===== src/hdl/rlkd_pkg.sv =====
`timescale 1ns / 1ps

package rlkd_pkg;

    // Keypad geometry and converter resolution
    localparam int BUTTONS    = 4;
    localparam int ADC_BITS   = 12;
    localparam int KEY_W      = $clog2(BUTTONS + 1);
    localparam int IDX_W      = (BUTTONS > 1) ? $clog2(BUTTONS) : 1;
    localparam int NUM_W      = 2 * ADC_BITS;
    localparam int CNT_W      = $clog2(ADC_BITS);
    localparam int LEVELS_W   = 48;
    localparam int DEB_W      = 16;
    localparam int TIME_W     = 32;
    localparam int OUT_KEY_W  = 2;

    // Configuration port
    localparam int CFG_ADDR_W = 3;
    localparam int CFG_DATA_W = LEVELS_W;

    localparam logic [CFG_ADDR_W-1:0] CFG_NORM_EN    = 3'd0;
    localparam logic [CFG_ADDR_W-1:0] CFG_NOMINAL    = 3'd1;
    localparam logic [CFG_ADDR_W-1:0] CFG_MIN_VALID  = 3'd2;
    localparam logic [CFG_ADDR_W-1:0] CFG_MAX_VALID  = 3'd3;
    localparam logic [CFG_ADDR_W-1:0] CFG_ACCEPT     = 3'd4;
    localparam logic [CFG_ADDR_W-1:0] CFG_DEBOUNCE   = 3'd5;
    localparam logic [CFG_ADDR_W-1:0] CFG_KEY_LEVELS = 3'd6;
    localparam logic [CFG_ADDR_W-1:0] CFG_REST_LEVEL = 3'd7;

    localparam logic [KEY_W-1:0]    KEY_NONE   = KEY_W'(BUTTONS);
    localparam logic [ADC_BITS-1:0] FULL_SCALE = {ADC_BITS{1'b1}};

    // Reported key events
    typedef enum logic [1:0] {
        EV_NONE     = 2'd0,
        EV_PRESSED  = 2'd1,
        EV_HELD     = 2'd2,
        EV_RELEASED = 2'd3
    } t_event;

    // Controller states
    typedef enum logic [2:0] {
        ST_IDLE,
        ST_PREP,
        ST_CHECK,
        ST_DIVIDE,
        ST_SCAN_INIT,
        ST_SCAN,
        ST_COMMIT
    } t_state;

    // Controller to datapath commands
    typedef struct packed {
        logic load;
        logic cal;
        logic mul;
        logic check;
        logic div_step;
        logic scan_init;
        logic scan_step;
        logic commit;
    } t_cmd;

    // Datapath to controller status
    typedef struct packed {
        logic action;
        logic div_needed;
        logic div_last;
        logic scan_last;
        logic out_free;
    } t_sts;

    // Absolute difference of two codes
    function automatic logic [ADC_BITS-1:0] f_dist(input logic [ADC_BITS-1:0] a,
                                                   input logic [ADC_BITS-1:0] b);
        return (a > b) ? (a - b) : (b - a);
    endfunction

endpackage


===== src/hdl/resistor_ladder_key_decoder_unit.sv =====
`timescale 1ns / 1ps

// Resistor-ladder keypad decoder. Each input transaction carries one ADC reading and a
// millisecond timestamp. A calibrate transaction stores the reading as the measured rest
// level when it lies inside [min_valid_rest, max_valid_rest] and returns nothing. A sample
// transaction optionally rescales the reading by nominal_rest / measured rest (rounded,
// clamped to full scale), picks the nearest ladder level (rest wins ties, higher keys win
// among keys), rejects near-rest and out-of-window readings, debounces the key and returns
// one event: none, pressed, held or released. A rescaled sample runs through the
// 12-step restoring divider and then the 4-step level scan; a reading that passes
// through unscaled or clamps skips the divider, and a calibration skips both. One
// item is in work at a time; the output register lets the next item enter while a
// result waits to be taken.
module resistor_ladder_key_decoder_unit import rlkd_pkg::*; (
    input  logic                  i_clk,
    input  logic                  i_rst_n,
    // Configuration write port
    input  logic                  i_cfg_we,
    input  logic [CFG_ADDR_W-1:0] i_cfg_addr,
    input  logic [CFG_DATA_W-1:0] i_cfg_data,
    // Input stream
    input  logic                  s_axis_tvalid,
    output logic                  s_axis_tready,
    input  logic [47:0]           s_axis_tdata,  // [11:0] adc_code, [43:12] now_ms
    input  logic [0:0]            s_axis_tuser,  // [0] action
    // Result stream
    output logic                  m_axis_tvalid,
    input  logic                  m_axis_tready,
    output logic [7:0]            m_axis_tdata,  // [1:0] key_index
    output logic [1:0]            m_axis_tuser   // [1:0] event_kind
);

    t_cmd                 w_cmd;
    t_sts                 w_sts;
    t_event               w_event;
    logic [OUT_KEY_W-1:0] w_key;

    // Sequencer
    rlkd_ctrl u_ctrl (
        .i_clk      (i_clk),
        .i_rst_n    (i_rst_n),
        .i_in_valid (s_axis_tvalid),
        .o_in_ready (s_axis_tready),
        .i_sts      (w_sts),
        .o_cmd      (w_cmd)
    );

    // Scaling, scan and debounce datapath
    rlkd_dp u_dp (
        .i_clk       (i_clk),
        .i_rst_n     (i_rst_n),
        .i_cfg_we    (i_cfg_we),
        .i_cfg_addr  (i_cfg_addr),
        .i_cfg_data  (i_cfg_data),
        .i_action    (s_axis_tuser[0]),
        .i_adc       (s_axis_tdata[ADC_BITS-1:0]),
        .i_now       (s_axis_tdata[ADC_BITS +: TIME_W]),
        .i_cmd       (w_cmd),
        .o_sts       (w_sts),
        .i_out_ready (m_axis_tready),
        .o_out_valid (m_axis_tvalid),
        .o_event     (w_event),
        .o_key       (w_key)
    );

    assign m_axis_tdata = {{(8 - OUT_KEY_W){1'b0}}, w_key};
    assign m_axis_tuser = w_event;

`ifndef SYNTHESIS
    // A result is never written over one that is still waiting
    a_commit_free: assert property (@(posedge i_clk) disable iff (!i_rst_n)
        w_cmd.commit |-> (!m_axis_tvalid || m_axis_tready))
        else $error("result written over a pending result");

    // An accepted transaction is dispatched to calibrate or multiply next
    a_dispatch: assert property (@(posedge i_clk) disable iff (!i_rst_n)
        (s_axis_tvalid && s_axis_tready) |=> (w_cmd.cal || w_cmd.mul))
        else $error("accepted transaction not dispatched");

    // Released and none events carry key zero
    a_key_zero: assert property (@(posedge i_clk) disable iff (!i_rst_n)
        (m_axis_tvalid && (w_event == EV_RELEASED || w_event == EV_NONE)) |-> (w_key == '0))
        else $error("nonzero key on a released or none event");

    // Only one datapath command at a time
    a_one_cmd: assert property (@(posedge i_clk) disable iff (!i_rst_n)
        $onehot0(w_cmd))
        else $error("overlapping datapath commands");
`endif

endmodule


===== src/hdl/rlkd_ctrl.sv =====
`timescale 1ns / 1ps

module rlkd_ctrl import rlkd_pkg::*; (
    input  logic i_clk,
    input  logic i_rst_n,
    input  logic i_in_valid,
    output logic o_in_ready,
    input  t_sts i_sts,
    output t_cmd o_cmd
);

    t_state r_state;
    t_state n_state;

    // State register
    always_ff @(posedge i_clk) begin
        if (!i_rst_n) begin
            r_state <= ST_IDLE;
        end else begin
            r_state <= n_state;
        end
    end

    // Next state
    always_comb begin
        n_state = r_state;
        case (r_state)
            ST_IDLE: begin
                if (i_in_valid) n_state = ST_PREP;
            end
            ST_PREP: begin
                n_state = i_sts.action ? ST_IDLE : ST_CHECK;
            end
            ST_CHECK: begin
                n_state = i_sts.div_needed ? ST_DIVIDE : ST_SCAN_INIT;
            end
            ST_DIVIDE: begin
                if (i_sts.div_last) n_state = ST_SCAN_INIT;
            end
            ST_SCAN_INIT: begin
                n_state = ST_SCAN;
            end
            ST_SCAN: begin
                if (i_sts.scan_last) n_state = ST_COMMIT;
            end
            ST_COMMIT: begin
                if (i_sts.out_free) n_state = ST_IDLE;
            end
            default: begin
                n_state = ST_IDLE;
            end
        endcase
    end

    // Commands per state
    always_comb begin
        o_cmd      = '0;
        o_in_ready = 1'b0;
        case (r_state)
            ST_IDLE: begin
                o_in_ready = 1'b1;
                o_cmd.load = i_in_valid;
            end
            ST_PREP: begin
                o_cmd.cal = i_sts.action;
                o_cmd.mul = !i_sts.action;
            end
            ST_CHECK: begin
                o_cmd.check = 1'b1;
            end
            ST_DIVIDE: begin
                o_cmd.div_step = 1'b1;
            end
            ST_SCAN_INIT: begin
                o_cmd.scan_init = 1'b1;
            end
            ST_SCAN: begin
                o_cmd.scan_step = 1'b1;
            end
            ST_COMMIT: begin
                o_cmd.commit = i_sts.out_free;
            end
            default: begin
                o_cmd = '0;
            end
        endcase
    end

endmodule


===== src/hdl/rlkd_dp.sv =====
`timescale 1ns / 1ps

module rlkd_dp import rlkd_pkg::*; (
    input  logic                  i_clk,
    input  logic                  i_rst_n,
    input  logic                  i_cfg_we,
    input  logic [CFG_ADDR_W-1:0] i_cfg_addr,
    input  logic [CFG_DATA_W-1:0] i_cfg_data,
    input  logic                  i_action,
    input  logic [ADC_BITS-1:0]   i_adc,
    input  logic [TIME_W-1:0]     i_now,
    input  t_cmd                  i_cmd,
    output t_sts                  o_sts,
    input  logic                  i_out_ready,
    output logic                  o_out_valid,
    output t_event                o_event,
    output logic [OUT_KEY_W-1:0]  o_key
);

    // Configuration registers
    logic                r_norm_en;
    logic [ADC_BITS-1:0] r_nominal;
    logic [ADC_BITS-1:0] r_min_valid;
    logic [ADC_BITS-1:0] r_max_valid;
    logic [ADC_BITS-1:0] r_accept;
    logic [DEB_W-1:0]    r_debounce;
    logic [LEVELS_W-1:0] r_key_levels;
    logic [ADC_BITS-1:0] r_rest_level;

    // Item and working registers
    logic                r_action;
    logic [ADC_BITS-1:0] r_adc;
    logic [TIME_W-1:0]   r_now;
    logic [NUM_W-1:0]    r_num;
    logic [ADC_BITS-1:0] r_rem;
    logic [ADC_BITS-1:0] r_quo;
    logic [CNT_W-1:0]    r_cnt;
    logic [ADC_BITS-1:0] r_val;
    logic [KEY_W-1:0]    r_best;
    logic [ADC_BITS-1:0] r_best_d;
    logic [IDX_W-1:0]    r_idx;

    // Decoder and debounce state
    logic [ADC_BITS-1:0] r_rest_meas;
    logic [KEY_W-1:0]    r_cand;
    logic [KEY_W-1:0]    r_stable;
    logic [TIME_W-1:0]   r_change;
    logic                r_settling;

    // Output register
    logic                 r_out_valid;
    t_event               r_event;
    logic [OUT_KEY_W-1:0] r_key;

    logic                 w_bypass;
    logic                 w_ovf;
    logic [ADC_BITS:0]    w_div_t;
    logic [ADC_BITS:0]    w_div_sub;
    logic                 w_div_ge;
    logic [ADC_BITS-1:0]  n_rem;
    logic [ADC_BITS-1:0]  n_quo;
    logic [ADC_BITS-1:0]  w_level;
    logic [ADC_BITS-1:0]  w_d_key;
    logic [KEY_W-1:0]     w_nv;
    logic [TIME_W-1:0]    w_elapsed;
    logic                 w_expired;
    logic [KEY_W-1:0]     n_cand;
    logic [KEY_W-1:0]     n_stable;
    logic [TIME_W-1:0]    n_change;
    logic                 n_settling;
    t_event               n_event;
    logic [OUT_KEY_W-1:0] n_key;

    // Scale path: bypass, overflow clamp and one restoring divide step
    assign w_bypass  = !r_norm_en || (r_rest_meas == '0);
    assign w_ovf     = r_num >= {r_rest_meas, {ADC_BITS{1'b0}}};
    assign w_div_t   = {r_rem, r_quo[ADC_BITS-1]};
    assign w_div_ge  = w_div_t >= {1'b0, r_rest_meas};
    assign w_div_sub = w_div_t - {1'b0, r_rest_meas};
    assign n_rem     = w_div_ge ? w_div_sub[ADC_BITS-1:0] : w_div_t[ADC_BITS-1:0];
    assign n_quo     = {r_quo[ADC_BITS-2:0], w_div_ge};

    // Level scan: distance to the key under the index
    assign w_level = r_key_levels[r_idx*ADC_BITS +: ADC_BITS];
    assign w_d_key = f_dist(r_val, w_level);

    // Decoded value of this reading
    always_comb begin
        if (r_val >= r_min_valid || r_best == KEY_NONE || r_best_d > r_accept) begin
            w_nv = KEY_NONE;
        end else begin
            w_nv = r_best;
        end
    end

    assign w_elapsed = r_now - r_change;
    assign w_expired = w_elapsed > TIME_W'(r_debounce);

    // Debounce and event selection
    always_comb begin
        n_cand     = r_cand;
        n_stable   = r_stable;
        n_change   = r_change;
        n_settling = r_settling;
        if (w_nv != r_cand) begin
            n_cand     = w_nv;
            n_change   = r_now;
            n_settling = 1'b1;
            n_event    = (r_stable == KEY_NONE) ? EV_NONE : EV_HELD;
        end else if (r_settling && w_expired) begin
            n_settling = 1'b0;
            n_stable   = r_cand;
            n_event    = (r_cand == KEY_NONE) ? EV_RELEASED : EV_PRESSED;
        end else begin
            n_event    = (r_stable == KEY_NONE) ? EV_NONE : EV_HELD;
        end
        if (n_event == EV_PRESSED || n_event == EV_HELD) begin
            n_key = n_stable[OUT_KEY_W-1:0];
        end else begin
            n_key = '0;
        end
    end

    // Configuration writes and control state
    always_ff @(posedge i_clk) begin
        if (!i_rst_n) begin
            r_norm_en    <= 1'b0;
            r_nominal    <= FULL_SCALE;
            r_min_valid  <= FULL_SCALE;
            r_max_valid  <= FULL_SCALE;
            r_accept     <= '0;
            r_debounce   <= DEB_W'(20);
            r_key_levels <= '0;
            r_rest_level <= FULL_SCALE;
            r_rest_meas  <= '0;
            r_cand       <= KEY_NONE;
            r_stable     <= KEY_NONE;
            r_change     <= '0;
            r_settling   <= 1'b0;
            r_out_valid  <= 1'b0;
        end else begin
            if (i_cfg_we) begin
                case (i_cfg_addr)
                    CFG_NORM_EN:    r_norm_en    <= i_cfg_data[0];
                    CFG_NOMINAL:    r_nominal    <= i_cfg_data[ADC_BITS-1:0];
                    CFG_MIN_VALID:  r_min_valid  <= i_cfg_data[ADC_BITS-1:0];
                    CFG_MAX_VALID:  r_max_valid  <= i_cfg_data[ADC_BITS-1:0];
                    CFG_ACCEPT:     r_accept     <= i_cfg_data[ADC_BITS-1:0];
                    CFG_DEBOUNCE:   r_debounce   <= i_cfg_data[DEB_W-1:0];
                    CFG_KEY_LEVELS: r_key_levels <= i_cfg_data[LEVELS_W-1:0];
                    CFG_REST_LEVEL: r_rest_level <= i_cfg_data[ADC_BITS-1:0];
                    default: ;
                endcase
            end
            // Store rest level when the reading lies in the window
            if (i_cmd.cal && r_adc >= r_min_valid && r_adc <= r_max_valid) begin
                r_rest_meas <= r_adc;
            end
            // Advance debounce state together with the result write
            if (i_cmd.commit) begin
                r_cand      <= n_cand;
                r_stable    <= n_stable;
                r_change    <= n_change;
                r_settling  <= n_settling;
                r_out_valid <= 1'b1;
            end else if (i_out_ready) begin
                r_out_valid <= 1'b0;
            end
        end
    end

    // Working registers of the item
    always_ff @(posedge i_clk) begin
        if (i_cmd.load) begin
            r_action <= i_action;
            r_adc    <= i_adc;
            r_now    <= i_now;
        end
        if (i_cmd.mul) begin
            r_num <= NUM_W'(r_adc) * NUM_W'(r_nominal) + NUM_W'(r_rest_meas >> 1);
        end
        if (i_cmd.check) begin
            if (w_bypass) begin
                r_val <= r_adc;
            end else if (w_ovf) begin
                r_val <= FULL_SCALE;
            end else begin
                r_rem <= r_num[NUM_W-1:ADC_BITS];
                r_quo <= r_num[ADC_BITS-1:0];
                r_cnt <= '0;
            end
        end
        if (i_cmd.div_step) begin
            r_rem <= n_rem;
            r_quo <= n_quo;
            r_cnt <= r_cnt + 1'b1;
            if (r_cnt == CNT_W'(ADC_BITS - 1)) r_val <= n_quo;
        end
        if (i_cmd.scan_init) begin
            r_best   <= KEY_NONE;
            r_best_d <= f_dist(r_val, r_rest_level);
            r_idx    <= IDX_W'(BUTTONS - 1);
        end
        // Strict compare: rest and higher keys keep ties
        if (i_cmd.scan_step) begin
            if (w_d_key < r_best_d) begin
                r_best   <= KEY_W'(r_idx);
                r_best_d <= w_d_key;
            end
            r_idx <= r_idx - 1'b1;
        end
        if (i_cmd.commit) begin
            r_event <= n_event;
            r_key   <= n_key;
        end
    end

    assign o_sts.action     = r_action;
    assign o_sts.div_needed = !w_bypass && !w_ovf;
    assign o_sts.div_last   = r_cnt == CNT_W'(ADC_BITS - 1);
    assign o_sts.scan_last  = r_idx == '0;
    assign o_sts.out_free   = !r_out_valid || i_out_ready;

    assign o_out_valid = r_out_valid;
    assign o_event     = r_event;
    assign o_key       = r_key;

endmodule


===== config.mk =====
export PLATFORM = sky130hd
export DESIGN_NAME = resistor_ladder_key_decoder_unit
export DESIGN_NICKNAME = d
export VERILOG_FILES = /design/src/hdl/rlkd_pkg.sv /design/src/hdl/resistor_ladder_key_decoder_unit.sv /design/src/hdl/rlkd_ctrl.sv /design/src/hdl/rlkd_dp.sv
export SDC_FILE = /design/constraint.sdc
export NUM_CORES = 1
export LEC_CHECK = 0
export ABC_AREA = 1
export CORE_ASPECT_RATIO = 1.5
export CORE_MARGIN = 2
export CORE_UTILIZATION = 30
export DETAILED_ROUTE_END_ITERATION = 8
export DONT_BUFFER_PORTS = 1
export GPL_TIMING_DRIVEN = 0
export HOLD_SLACK_MARGIN = 0.1
export PLACE_DENSITY = 0.5
export SYNTH_ARGS = -nofsm -noshare
export SYNTH_HDL_FRONTEND = slang
export SYNTH_SLANG_ARGS = --single-unit
export TNS_END_PERCENT = 20

===== constraint.sdc =====
create_clock -name i_clk -period 8 [get_ports i_clk]
set_clock_uncertainty 0.05 [all_clocks]
set_input_delay 0.8 -clock i_clk [delete_from_list [all_inputs] [get_ports i_clk]]
set_output_delay 0.8 -clock i_clk [all_outputs]
set_load 0.02 [all_outputs]

==> results of run 1 <==
-- per-layer routing --
layer  vias to the layer above  GRT usage, %
li1                      10495             -
met1                      9632          20.4
met2                       415          36.0
met3                       169          2.72
met4                        14          9.05
met5                         -             0
-- cells by family (layout without fill, tap and decap cells) --
group | count (synthesis) | count (layout) | synth area share, %
AND/OR/NAND/NOR | 1153 | 1153 | 19.2
adder cells (fa/ha/maj) | 364 | 364 | 22.3
multiplexers | 1 | 1 | 0.0412
AO/OA/AOI/OAI | 617 | 617 | 14.0
XOR/XNOR | 68 | 68 | 2.45
flip-flops | 310 | 310 | 29.8
other | 1 | 8 | 0.0154
buffers and inverters | 767 | 833 | 12.2
-- worst max-delay path by stage --
stage | startpoint | to
after global routing | u_dp.r_adc[5] | u_dp.r_num[23]
final | u_dp.r_adc[6] | u_dp.r_num[23]
after detailed placement | u_dp.r_adc[5] | u_dp.r_num[23]
after global placement | u_dp.r_adc[6] | u_dp.r_num[23]
after floorplan | u_dp.r_adc[6] | u_dp.r_num[20]
after CTS | u_dp.r_adc[6] | u_dp.r_num[20]
-- synth_stat cells (9+ instances only) --
| cell | n | area, um2 |
|---|---|---|
| xnor2_1 | 14 | 123 |
| ha_1 | 248 | 3100 |
| clkbuf_1 | 87 | 327 |
| inv_1 | 649 | 2440 |
| xor2_1 | 54 | 473 |
| dfxtp_1 | 207 | 4140 |
| a32oi_1 | 11 | 96.3 |
| a21o_1 | 9 | 67.6 |
| fa_1 | 116 | 2320 |
| edfxtp_1 | 103 | 3090 |
| nand2_2 | 13 | 81.3 |
| o21ai_0 | 228 | 1140 |
| nor2_1 | 243 | 912 |
| nand3_1 | 89 | 445 |
| o211ai_1 | 34 | 255 |
| o21ai_1 | 26 | 130 |
| buf_2 | 9 | 45.0 |
| nand4_1 | 22 | 138 |
| nand2_1 | 739 | 2770 |
| nor3_1 | 15 | 75.1 |
| a21oi_1 | 256 | 1280 |
-- where the power goes --
part           total, mW  internal (mW)  switching (mW)  leakage (nW)
clock               1.74           1.02           0.719         0.597
combinational       8.30           2.74            5.56          10.3
sequential          2.37           2.15           0.219          2.65
-- layout make-up --
class | instances | share of cell area [%]
multi-input combinational | 2209 | 52.6
antenna | 2 | 0.0186
tap | 1032 | 4.81
sequential | 310 | 26.9
clock buffer | 52 | 3.90
buffer | 111 | 1.85
timing repair buffer | 2 | 0.149
inverter | 656 | 9.16
clock inverter | 12 | 0.610
-- registers in the layout (all words and copies together) (netlist names), 16 cells and up --
| name | cells |
|---|---|
| u_dp.r_now | 32 |
| u_dp.r_debounce | 16 |
| u_dp.r_key_levels | 48 |
| u_dp.r_change | 32 |
| u_dp.r_num | 24 |
-- worst max-delay path, stage by stage, from the launching register on --
cell       delay [ns]
edfxtp_1         0.69
clkbuf_1         0.59
nand2_1          0.16
fa_1             0.58
fa_1             0.45
fa_1             0.49
inv_1            0.05
fa_1             0.53
inv_1            0.06
fa_1             0.53
inv_1            0.04
ha_1             0.35
a21oi_1          0.27
o21ai_0          0.13
a21oi_1          0.28
inv_1            0.12
nand3_1          0.09
o2111ai_1        0.22
a21oi_1          0.25
xor2_1           0.38
-- stage by stage --
step	instance area, um2	worst slack [ns]	power [mW]	hold slack [ns]	utilization (%)
2_1_floorplan	24300	2.65	7.72	0.383	-
3_3_place_gp	25600	1.32	10.8	0.396	32.0
3_5_place_dp	25700	1.36	10.9	0.403	32.0
4_1_cts	26900	1.32	12.7	0.230	33.5
5_1_grt	26900	1.04	13.5	0.238	33.5
6_report	26900	1.43	12.4	0.269	33.5
==> flow_summary.json, run 1 <==
{
  "grt_max_degree": 29,
  "layout_commonest_cell": "nand2_1",
  "cts_resized": 0,
  "hold_end": "u_dp.r_action",
  "relSlewSlack_pct": 17.7,
  "syn_area_mm2": 0.0243,
  "end_kind": "register",
  "die_w_um": 236,
  "cts_tree": "done",
  "r2r_cells": 19,
  "clkTransAtPathRegs_ns": 0.06,
  "setup_viol": 0,
  "antenna_found_initial": 8,
  "worstPathArrival_ns": 6.86,
  "top_layer": "met5",
  "fmax_mhz": 152,
  "fillers": 8671,
  "wl_per_cell_um": 18.0,
  "period_minus_slack_ns": 6.57,
  "synth_top_flop_cell": "dfxtp_1",
  "layout.nets": 3795,
  "cap_violations": 0,
  "fin_cells": 4386,
  "ant_nets": 0,
  "synth.avg_cell_area_um2": 7.40,
  "multiInputGateArea_mm2": 0.0141,
  "clockBufferDepth": 3,
  "row_count": 127,
  "wl_met3_mm": 3.09,
  "tightestPinTransition_ns": 1.23,
  "met2_length_mm": 41.6,
  "hold_viol_final": 0,
  "postSynthCellCount": 3281,
  "synth-seq-cells": 310,
  "num_io_pins": 117,
  "dp_cells": 4320,
  "register_area_mm2": 0.00724,
  "dpl.hpwl_mm": 64.2,
  "start_util_pct": 30.3,
  "vias": 20725,
  "viasPerCell": 4.73,
  "synth_edf_count": 103,
  "area_delta_synth_final_pct": 10.6,
  "vdd_drop_max_mv": 0.449,
  "cts_hold_buf": 0,
  "p_leak_nw": 13.5,
  "yosysWarningCount": 0,
  "synth.yosys.seq_area_share_pct": 29.8,
  "core-area_mm2": 0.0801,
  "drt-met1-wl_mm": 30.4,
  "hold_path_depth": 0,
  "clockRootBuffer": "clkbuf_16",
  "rsz0062_at_grt": "false",
  "worstPathRequired_ns": 8.29,
  "start_kind": "register",
  "yosysUniqueCellTypes": 61,
  "gr-usage-all-layers_pct": 19.0,
  "grt_pass1_wl_mm": 121,
  "final_cell_mix": "nand2_1 (739), inv_1 (649), a21oi_1 (256)",
  "drtPass1Iterations": 5,
  "htreeDepth": 2,
  "die_area_mm2": 0.0833,
  "worstSkewPairLatency_ns": 0.58,
  "numPortBuffers": 0,
  "r2r-start": "u_dp.r_adc[6]",
  "async_reset_ff_share_pct": 0,
  "status": "finished clean",
  "cp_max_fo": 10,
  "r2r_setup_slack_ns": 1.43,
  "grt_pass1_vias": 20756,
  "hold_class": "primary input to register",
  "layout-drive-gt1-share_pct": 3.46,
  "wl_mm": 79.2,
  "gp_congestion": 0.932,
  "min-delay-start": "s_axis_tuser",
  "clock-sinks": 310,
  "drc": 0,
  "maxSlewViolCount": 0,
  "rr_endpoint": "u_dp.r_num[23]",
  "drt_iter0_markers": 1097,
  "powerDensity_mw_per_mm2": 462,
  "crit_type": "register to register",
  "setup_tns_ns": 0,
  "period_share_pct": 82.1,
  "grt_overflow": 0,
  "cts_buffers": 36,
  "die_y_um": 352,
  "cts_post_setup_buffers_inserted": 0
}
(Power assumes the default switching activity.)
==> inputs of run 2 (changes only) <==
PLACE_DENSITY = 0.51   (was 0.5)
clock period = 6 ns   (was 8 ns; I/O delays follow)
==> run 2 against run 1 <==
Design area is 3.8% higher. Non-clock buffer count is 92 higher. Sequential power grew 32%. Register-to-register slack got worse by 1.1 ns. Critical path type unchanged. Largest power group unchanged.
==> flow_summary.json, run 2 (synthesized netlist as in run 1, its figures left out) <==
{
  "largest_register_ff_count": 48,
  "viasPerCell": 4.72,
  "htreeDepth": 2,
  "die_area_mm2": 0.0833,
  "layout-drive-gt1-share_pct": 4.85,
  "antenna_found_initial": 1,
  "tightestPinTransition_ns": 1.24,
  "hold_viol_final": 0,
  "final_util_pct": 34.8,
  "vias": 21157,
  "period_share_pct": 95.3,
  "vdd_drop_max_mv": 0.691,
  "setup_ws_ns": 0.285,
  "regMostFlops": "u_dp.r_key_levels",
  "setup_viol": 0,
  "clkTransAtPathRegs_ns": 0.06,
  "fillers": 8657,
  "wl_per_cell_um": 17.7,
  "area_delta_synth_final_pct": 14.8,
  "drt_iter0_markers": 984,
  "row_count": 127,
  "clockBufferDepth": 3,
  "final_area_mm2": 0.0279,
  "p_leak_nw": 14.0,
  "crit_type": "register to register",
  "layout_commonest_cell": "nand2_1",
  "period_minus_slack_ns": 5.72,
  "layout.nets": 3887,
  "end_kind": "register",
  "numPortBuffers": 0,
  "grt_overflow": 0,
  "cp_max_fo": 10,
  "worstSkewPairLatency_ns": 0.59,
  "largestRegisters": "u_dp.r_key_levels: 48 flops, u_dp.r_change: 32 flops, u_dp.r_now: 32 flops",
  "ant_nets": 0,
  "final_cell_mix": "nand2_1 (739), inv_1 (649), a21oi_1 (253)",
  "start_kind": "register",
  "grt_pass1_wl_mm": 122,
  "gr-usage-all-layers_pct": 19.0,
  "grt_pass1_vias": 21277,
  "maxSlewViolCount": 0,
  "cts_tree": "done",
  "pre_cts_slack_ns": -0.515,
  "placed_cell_area_mm2": 0.0257,
  "powerDensity_mw_per_mm2": 599,
  "grt_max_degree": 29,
  "clockRootBuffer": "clkbuf_16",
  "hold_slack_ns": 0.125,
  "dpl.hpwl_mm": 63.3,
  "cap_violations": 0,
  "fmax_mhz": 175,
  "drtPass1Iterations": 5,
  "dp_cells": 4320,
  "relSlewSlack_pct": 17.2,
  "die_y_um": 352,
  "gp_congestion": 0.935,
  "num_io_pins": 117,
  "drc": 0,
  "r2r_setup_slack_ns": 0.28,
  "worstPathArrival_ns": 6.03,
  "clock-sinks": 310,
  "die_w_um": 236,
  "status": "finished clean",
  "cts_buffers": 36,
  "start_util_pct": 30.3,
  "rsz0062_at_grt": "false",
  "worstPathRequired_ns": 6.31,
  "core-area_mm2": 0.0801,
  "wl_mm": 79.3,
  "hold_class": "primary input to register",
  "fin_cells": 4479
}
-- run 2: what timing repair did --
| action | 4_1_cts | 5_1_grt |
|---|---|---|
| endpoints found under the hold margin | 127 | 0 |
| resized for setup | 16 | 43 |
| setup endpoints to repair | 9 | 18 |
| pin swaps | 0 | 3 |
| setup buffers | 11 | 1 |
| hold buffers | 84 | 0 |
-- run 2: worst paths after layout --
path,start,to,cells after the start
worst max-delay path,u_dp.r_adc[0],u_dp.r_num[20],18
worst min-delay path,i_cfg_data[21],u_dp.r_key_levels[21],2
worst max register to register,u_dp.r_adc[0],u_dp.r_num[20],18
worst min register to register,u_dp.r_change[13],u_dp.r_change[13],2
-- run 2: critical path, stage by stage, from the launching register on --
cell and delay [ns]:
edfxtp_1 0.54, buf_4 0.25, nand2_1 0.09, fa_1 0.54, fa_1 0.56, inv_1 0.06, fa_1 0.52, fa_1 0.56
inv_1 0.06, fa_1 0.53, inv_1 0.04, ha_1 0.38, a21oi_1 0.22, o21ai_0 0.15, a21oi_2 0.22, inv_1 0.08
a31oi_2 0.18, o21ai_0 0.12, xor2_1 0.33
-- run 2: metal layers --
| metal | wire, um | vias to the layer above | global-route usage, % |
|---|---|---|---|
| li1 | - | 10663 | - |
| met4 | 3670 | 0 | 8.41 |
| met1 | 30700 | 9925 | 20.5 |
| met2 | 42300 | 422 | 36.6 |
| met3 | 2530 | 147 | 2.31 |
| met5 | 0 | - | 0 |
-- run 2: per-stage QoR --
stage | setup TNS (ns) | power (mW)
detailed placement | -2.73 | 14.2
global route | 0 | 18.3
finish | 0 | 16.7
CTS | -0.0202 | 16.7
global placement | -2.87 | 14.1
floorplan | 0 | 10.3
-- run 2: final cells by class --
class                           instances  area (um2)  share of cell area (%)
Multi-Input combinational cell       2209       14200                    50.8
Tap cell                             1032        1290                    4.63
Inverter                              656        2460                    8.83
Timing Repair Buffer                   98         971                    3.48
Clock inverter                         15         173                   0.619
Sequential cell                       310        7240                    26.0
Buffer                                107         522                    1.87
Antenna cell                            1        2.50                 0.00897
Clock buffer                           51        1050                    3.76
-- run 2: power breakdown --
part / switching (mW) / internal (mW) / leakage (nW)
clock network: 0.983 / 1.33 / 0.589
registers: 0.277 / 2.86 / 2.64
logic: 7.39 / 3.87 / 10.7
==> inputs of run 3 (changes only) <==
SYNTH_HIERARCHICAL = 1   (was default)
==> run 3 against run 2 <==
Worst hold slack lost 0.0032 ns. Register-to-register slack lost 0.06 ns. Critical endpoint is now u_dp/r_num[23]. Via count grew 2.2%. Highest routed layer is now met5. Flip-flop and latch count is the same. Clock-buffer cell count is the same.
==> flow_summary.json, run 3 <==
{
  "dpl.hpwl_mm": 65.0,
  "wl_met3_mm": 3.31,
  "num_io_pins": 117,
  "synth_top_flop_cell": "dfxtp_1",
  "setup_tns_ns": 0,
  "fmax_mhz": 173,
  "yosysWarningCount": 6,
  "numPortBuffers": 0,
  "synth.yosys.seq_area_share_pct": 29.6,
  "postSynthCellCount": 3300,
  "tightestPinTransition_ns": 1.03,
  "vias": 21616,
  "hold_viol_final": 0,
  "row_count": 128,
  "drc": 0,
  "crit_type": "register to register",
  "htreeDepth": 2,
  "clock-sinks": 310,
  "period_share_pct": 96.3,
  "final_cell_mix": "nand2_1 (773), inv_1 (610), nor2_1 (276)",
  "synth.avg_cell_area_um2": 7.40,
  "gr-usage-all-layers_pct": 20.0,
  "gp_congestion": 0.897,
  "clkTransAtPathRegs_ns": 0.06,
  "crit_buf_inv": 6,
  "worstPathRequired_ns": 6.25,
  "largest_register_ff_count": 48,
  "grt_pass1_wl_mm": 128,
  "cap_violations": 0,
  "crit_family": "adder cells",
  "slowest_delay_ns": 0.57,
  "synth_top_area_share_pct": 17.0,
  "largestRegisters": "u_dp/r_key_levels: 48 flops, u_dp/r_change: 32 flops, u_dp/r_now: 32 flops",
  "area_delta_synth_final_pct": 16.3,
  "grt_max_degree": 26,
  "end_kind": "register",
  "yosys.area.top_type": "dfxtp_1",
  "maxSlewViolCount": 0,
  "async_reset_ff_share_pct": 0,
  "die_area_mm2": 0.0837,
  "core-area_mm2": 0.0809,
  "synthTopCellsByArea": "dfxtp_1 (17%), ha_1 (13%), edfxtp_1 (13%)",
  "clockBufferDepth": 3,
  "rsz0062_at_grt": "true",
  "hold_class": "primary input to register",
  "crit_slowest_cell": "fa_1",
  "met2_length_mm": 44.3,
  "status": "finished clean",
  "worstSkewPairLatency_ns": 0.58,
  "period_minus_slack_ns": 5.78,
  "top_layer": "met5",
  "grt_pass1_vias": 22130,
  "grt_overflow": 0,
  "wl_mm": 83.7,
  "clockRootBuffer": "clkbuf_16",
  "die_y_um": 353,
  "layout-drive-gt1-share_pct": 5.31,
  "regMostFlops": "u_dp/r_key_levels",
  "yosysMostFrequentCell": "nand2_1",
  "start_kind": "register",
  "drtPass1Iterations": 5,
  "drt-met1-wl_mm": 31.4,
  "ant_nets": 0,
  "drt_iter0_markers": 1096,
  "cts_buffers": 39,
  "synth_common_cells": "nand2_1 (773), inv_1 (610), nor2_1 (277)",
  "cp_cell_sequence": "buf_4, nand2_1, inv_1, fa_1, inv_1, fa_1, fa_1, inv_1, fa_1, inv_1, fa_1, inv_1, ha_1, nand2_1, nor4_2, nand4_1, nand3_1, a21oi_1, nor2_1, nor2_1, xor2_2",
  "start_util_pct": 30.2,
  "relSlewSlack_pct": 31.6,
  "antenna_found_initial": 4,
  "worstPathArrival_ns": 6.02,
  "die_w_um": 237,
  "yosysUniqueCellTypes": 62,
  "syn_area_mm2": 0.0244,
  "cp_max_fo": 10,
  "layout_commonest_cell": "nand2_1",
  "viasPerCell": 4.78,
  "wl_per_cell_um": 18.5,
  "synth_edf_count": 103,
  "cts_tree": "done",
  "layout.nets": 3923,
  "setup_viol": 0,
  "synth-seq-cells": 310
}
run 3: cell types whose count changed in the layout (fill, tap and decap cells not counted), sizes merged, moves of 8 or more:
cell | before | now
inv | 657 | 617
nor2 | 250 | 284
nand2 | 755 | 788
o21ai | 255 | 224
a21oi | 257 | 237
buf | 39 | 53
dlygate4sd3 | 84 | 95
nor3 | 17 | 28
clkbuf | 133 | 125
nand3 | 90 | 98
nor4 | 4 | 12
run 3: path summary, 6_finish.rpt:
path | startpoint | end | slack, ns | depth (start not counted)
setup / recovery | u_dp/r_adc[4] | u_dp/r_num[23] | 0.22 | 21
hold / removal | i_cfg_data[34] | u_dp/r_key_levels[34] | 0.12 | 2
setup reg to reg | u_dp/r_adc[4] | u_dp/r_num[23] | 0.22 | 21
hold reg to reg | u_dp/r_change[30] | u_dp/r_change[30] | 0.41 | 2
run 3: timing repair:
action / CTS / global route
hold endpoints to repair: 111 / 0
hold buffers: 95 / 0
buffers inserted: 13 / 1
endpoints found under the setup margin: 11 / 22
resized for setup: 12 / 46
run 3: kinds of logic after synthesis:
| family | synth area share, % |
|---|---|
| AND/OR/NAND/NOR | 20.9 |
| buffers and inverters | 11.6 |
| AO/OA/AOI/OAI | 13.1 |
| adder cells (fa/ha/maj) | 22.2 |
| flip-flops | 29.6 |
| XOR/XNOR | 2.55 |
| other | 0.0154 |
run 3: worst register-to-register path, stage by stage, from the launching register on:
cell and delay [ns]:
edfxtp_1 0.52, buf_4 0.26, nand2_1 0.08, inv_1 0.06, fa_1 0.53, inv_1 0.06, fa_1 0.51, fa_1 0.56
inv_1 0.06, fa_1 0.55, inv_1 0.06, fa_1 0.57, inv_1 0.05, ha_1 0.36, nand2_1 0.12, nor4_2 0.36
nand4_1 0.13, nand3_1 0.19, a21oi_1 0.09, nor2_1 0.09, nor2_1 0.07, xor2_2 0.18
run 3: per-stage QoR:
stage | hold WS, ns | cells | setup slack [ns] | cell area (um2) | util [%]
6_report | 0.122 | 4526 | 0.223 | 28400 | 35.1
2_1_floorplan | 0.379 | 3305 | 0.817 | 24400 | -
3_5_place_dp | 0.402 | 4351 | -0.529 | 25800 | 31.9
5_1_grt | 0.112 | 4526 | -0.0473 | 28400 | 35.1
4_1_cts | 0.100 | 4529 | 0.00844 | 28300 | 35.0
3_3_place_gp | 0.395 | 4345 | -0.979 | 25700 | 31.8
run 3: layout make-up:
type	instances	area [um2]
clock inverters	21	322
diodes	1	2.50
flip-flops and latches	310	7240
plain buffers	107	524
inverters	618	2320
repair buffers	115	1140
fillers	8652	52500
clock buffers	51	1090
multi-input cells	2263	14500
well taps	1040	1300
run 3: layer usage:
metal | vias up | GRT usage (%)
met5 | - | 0
met4 | 6 | 10.0
met3 | 180 | 2.85
met2 | 456 | 38.6
met1 | 10172 | 20.8
li1 | 10802 | -
Power of run 3 is left out: the tool's default activity adds up to more than one toggle a clock period on the data nets, which glitch-free logic cannot reach.
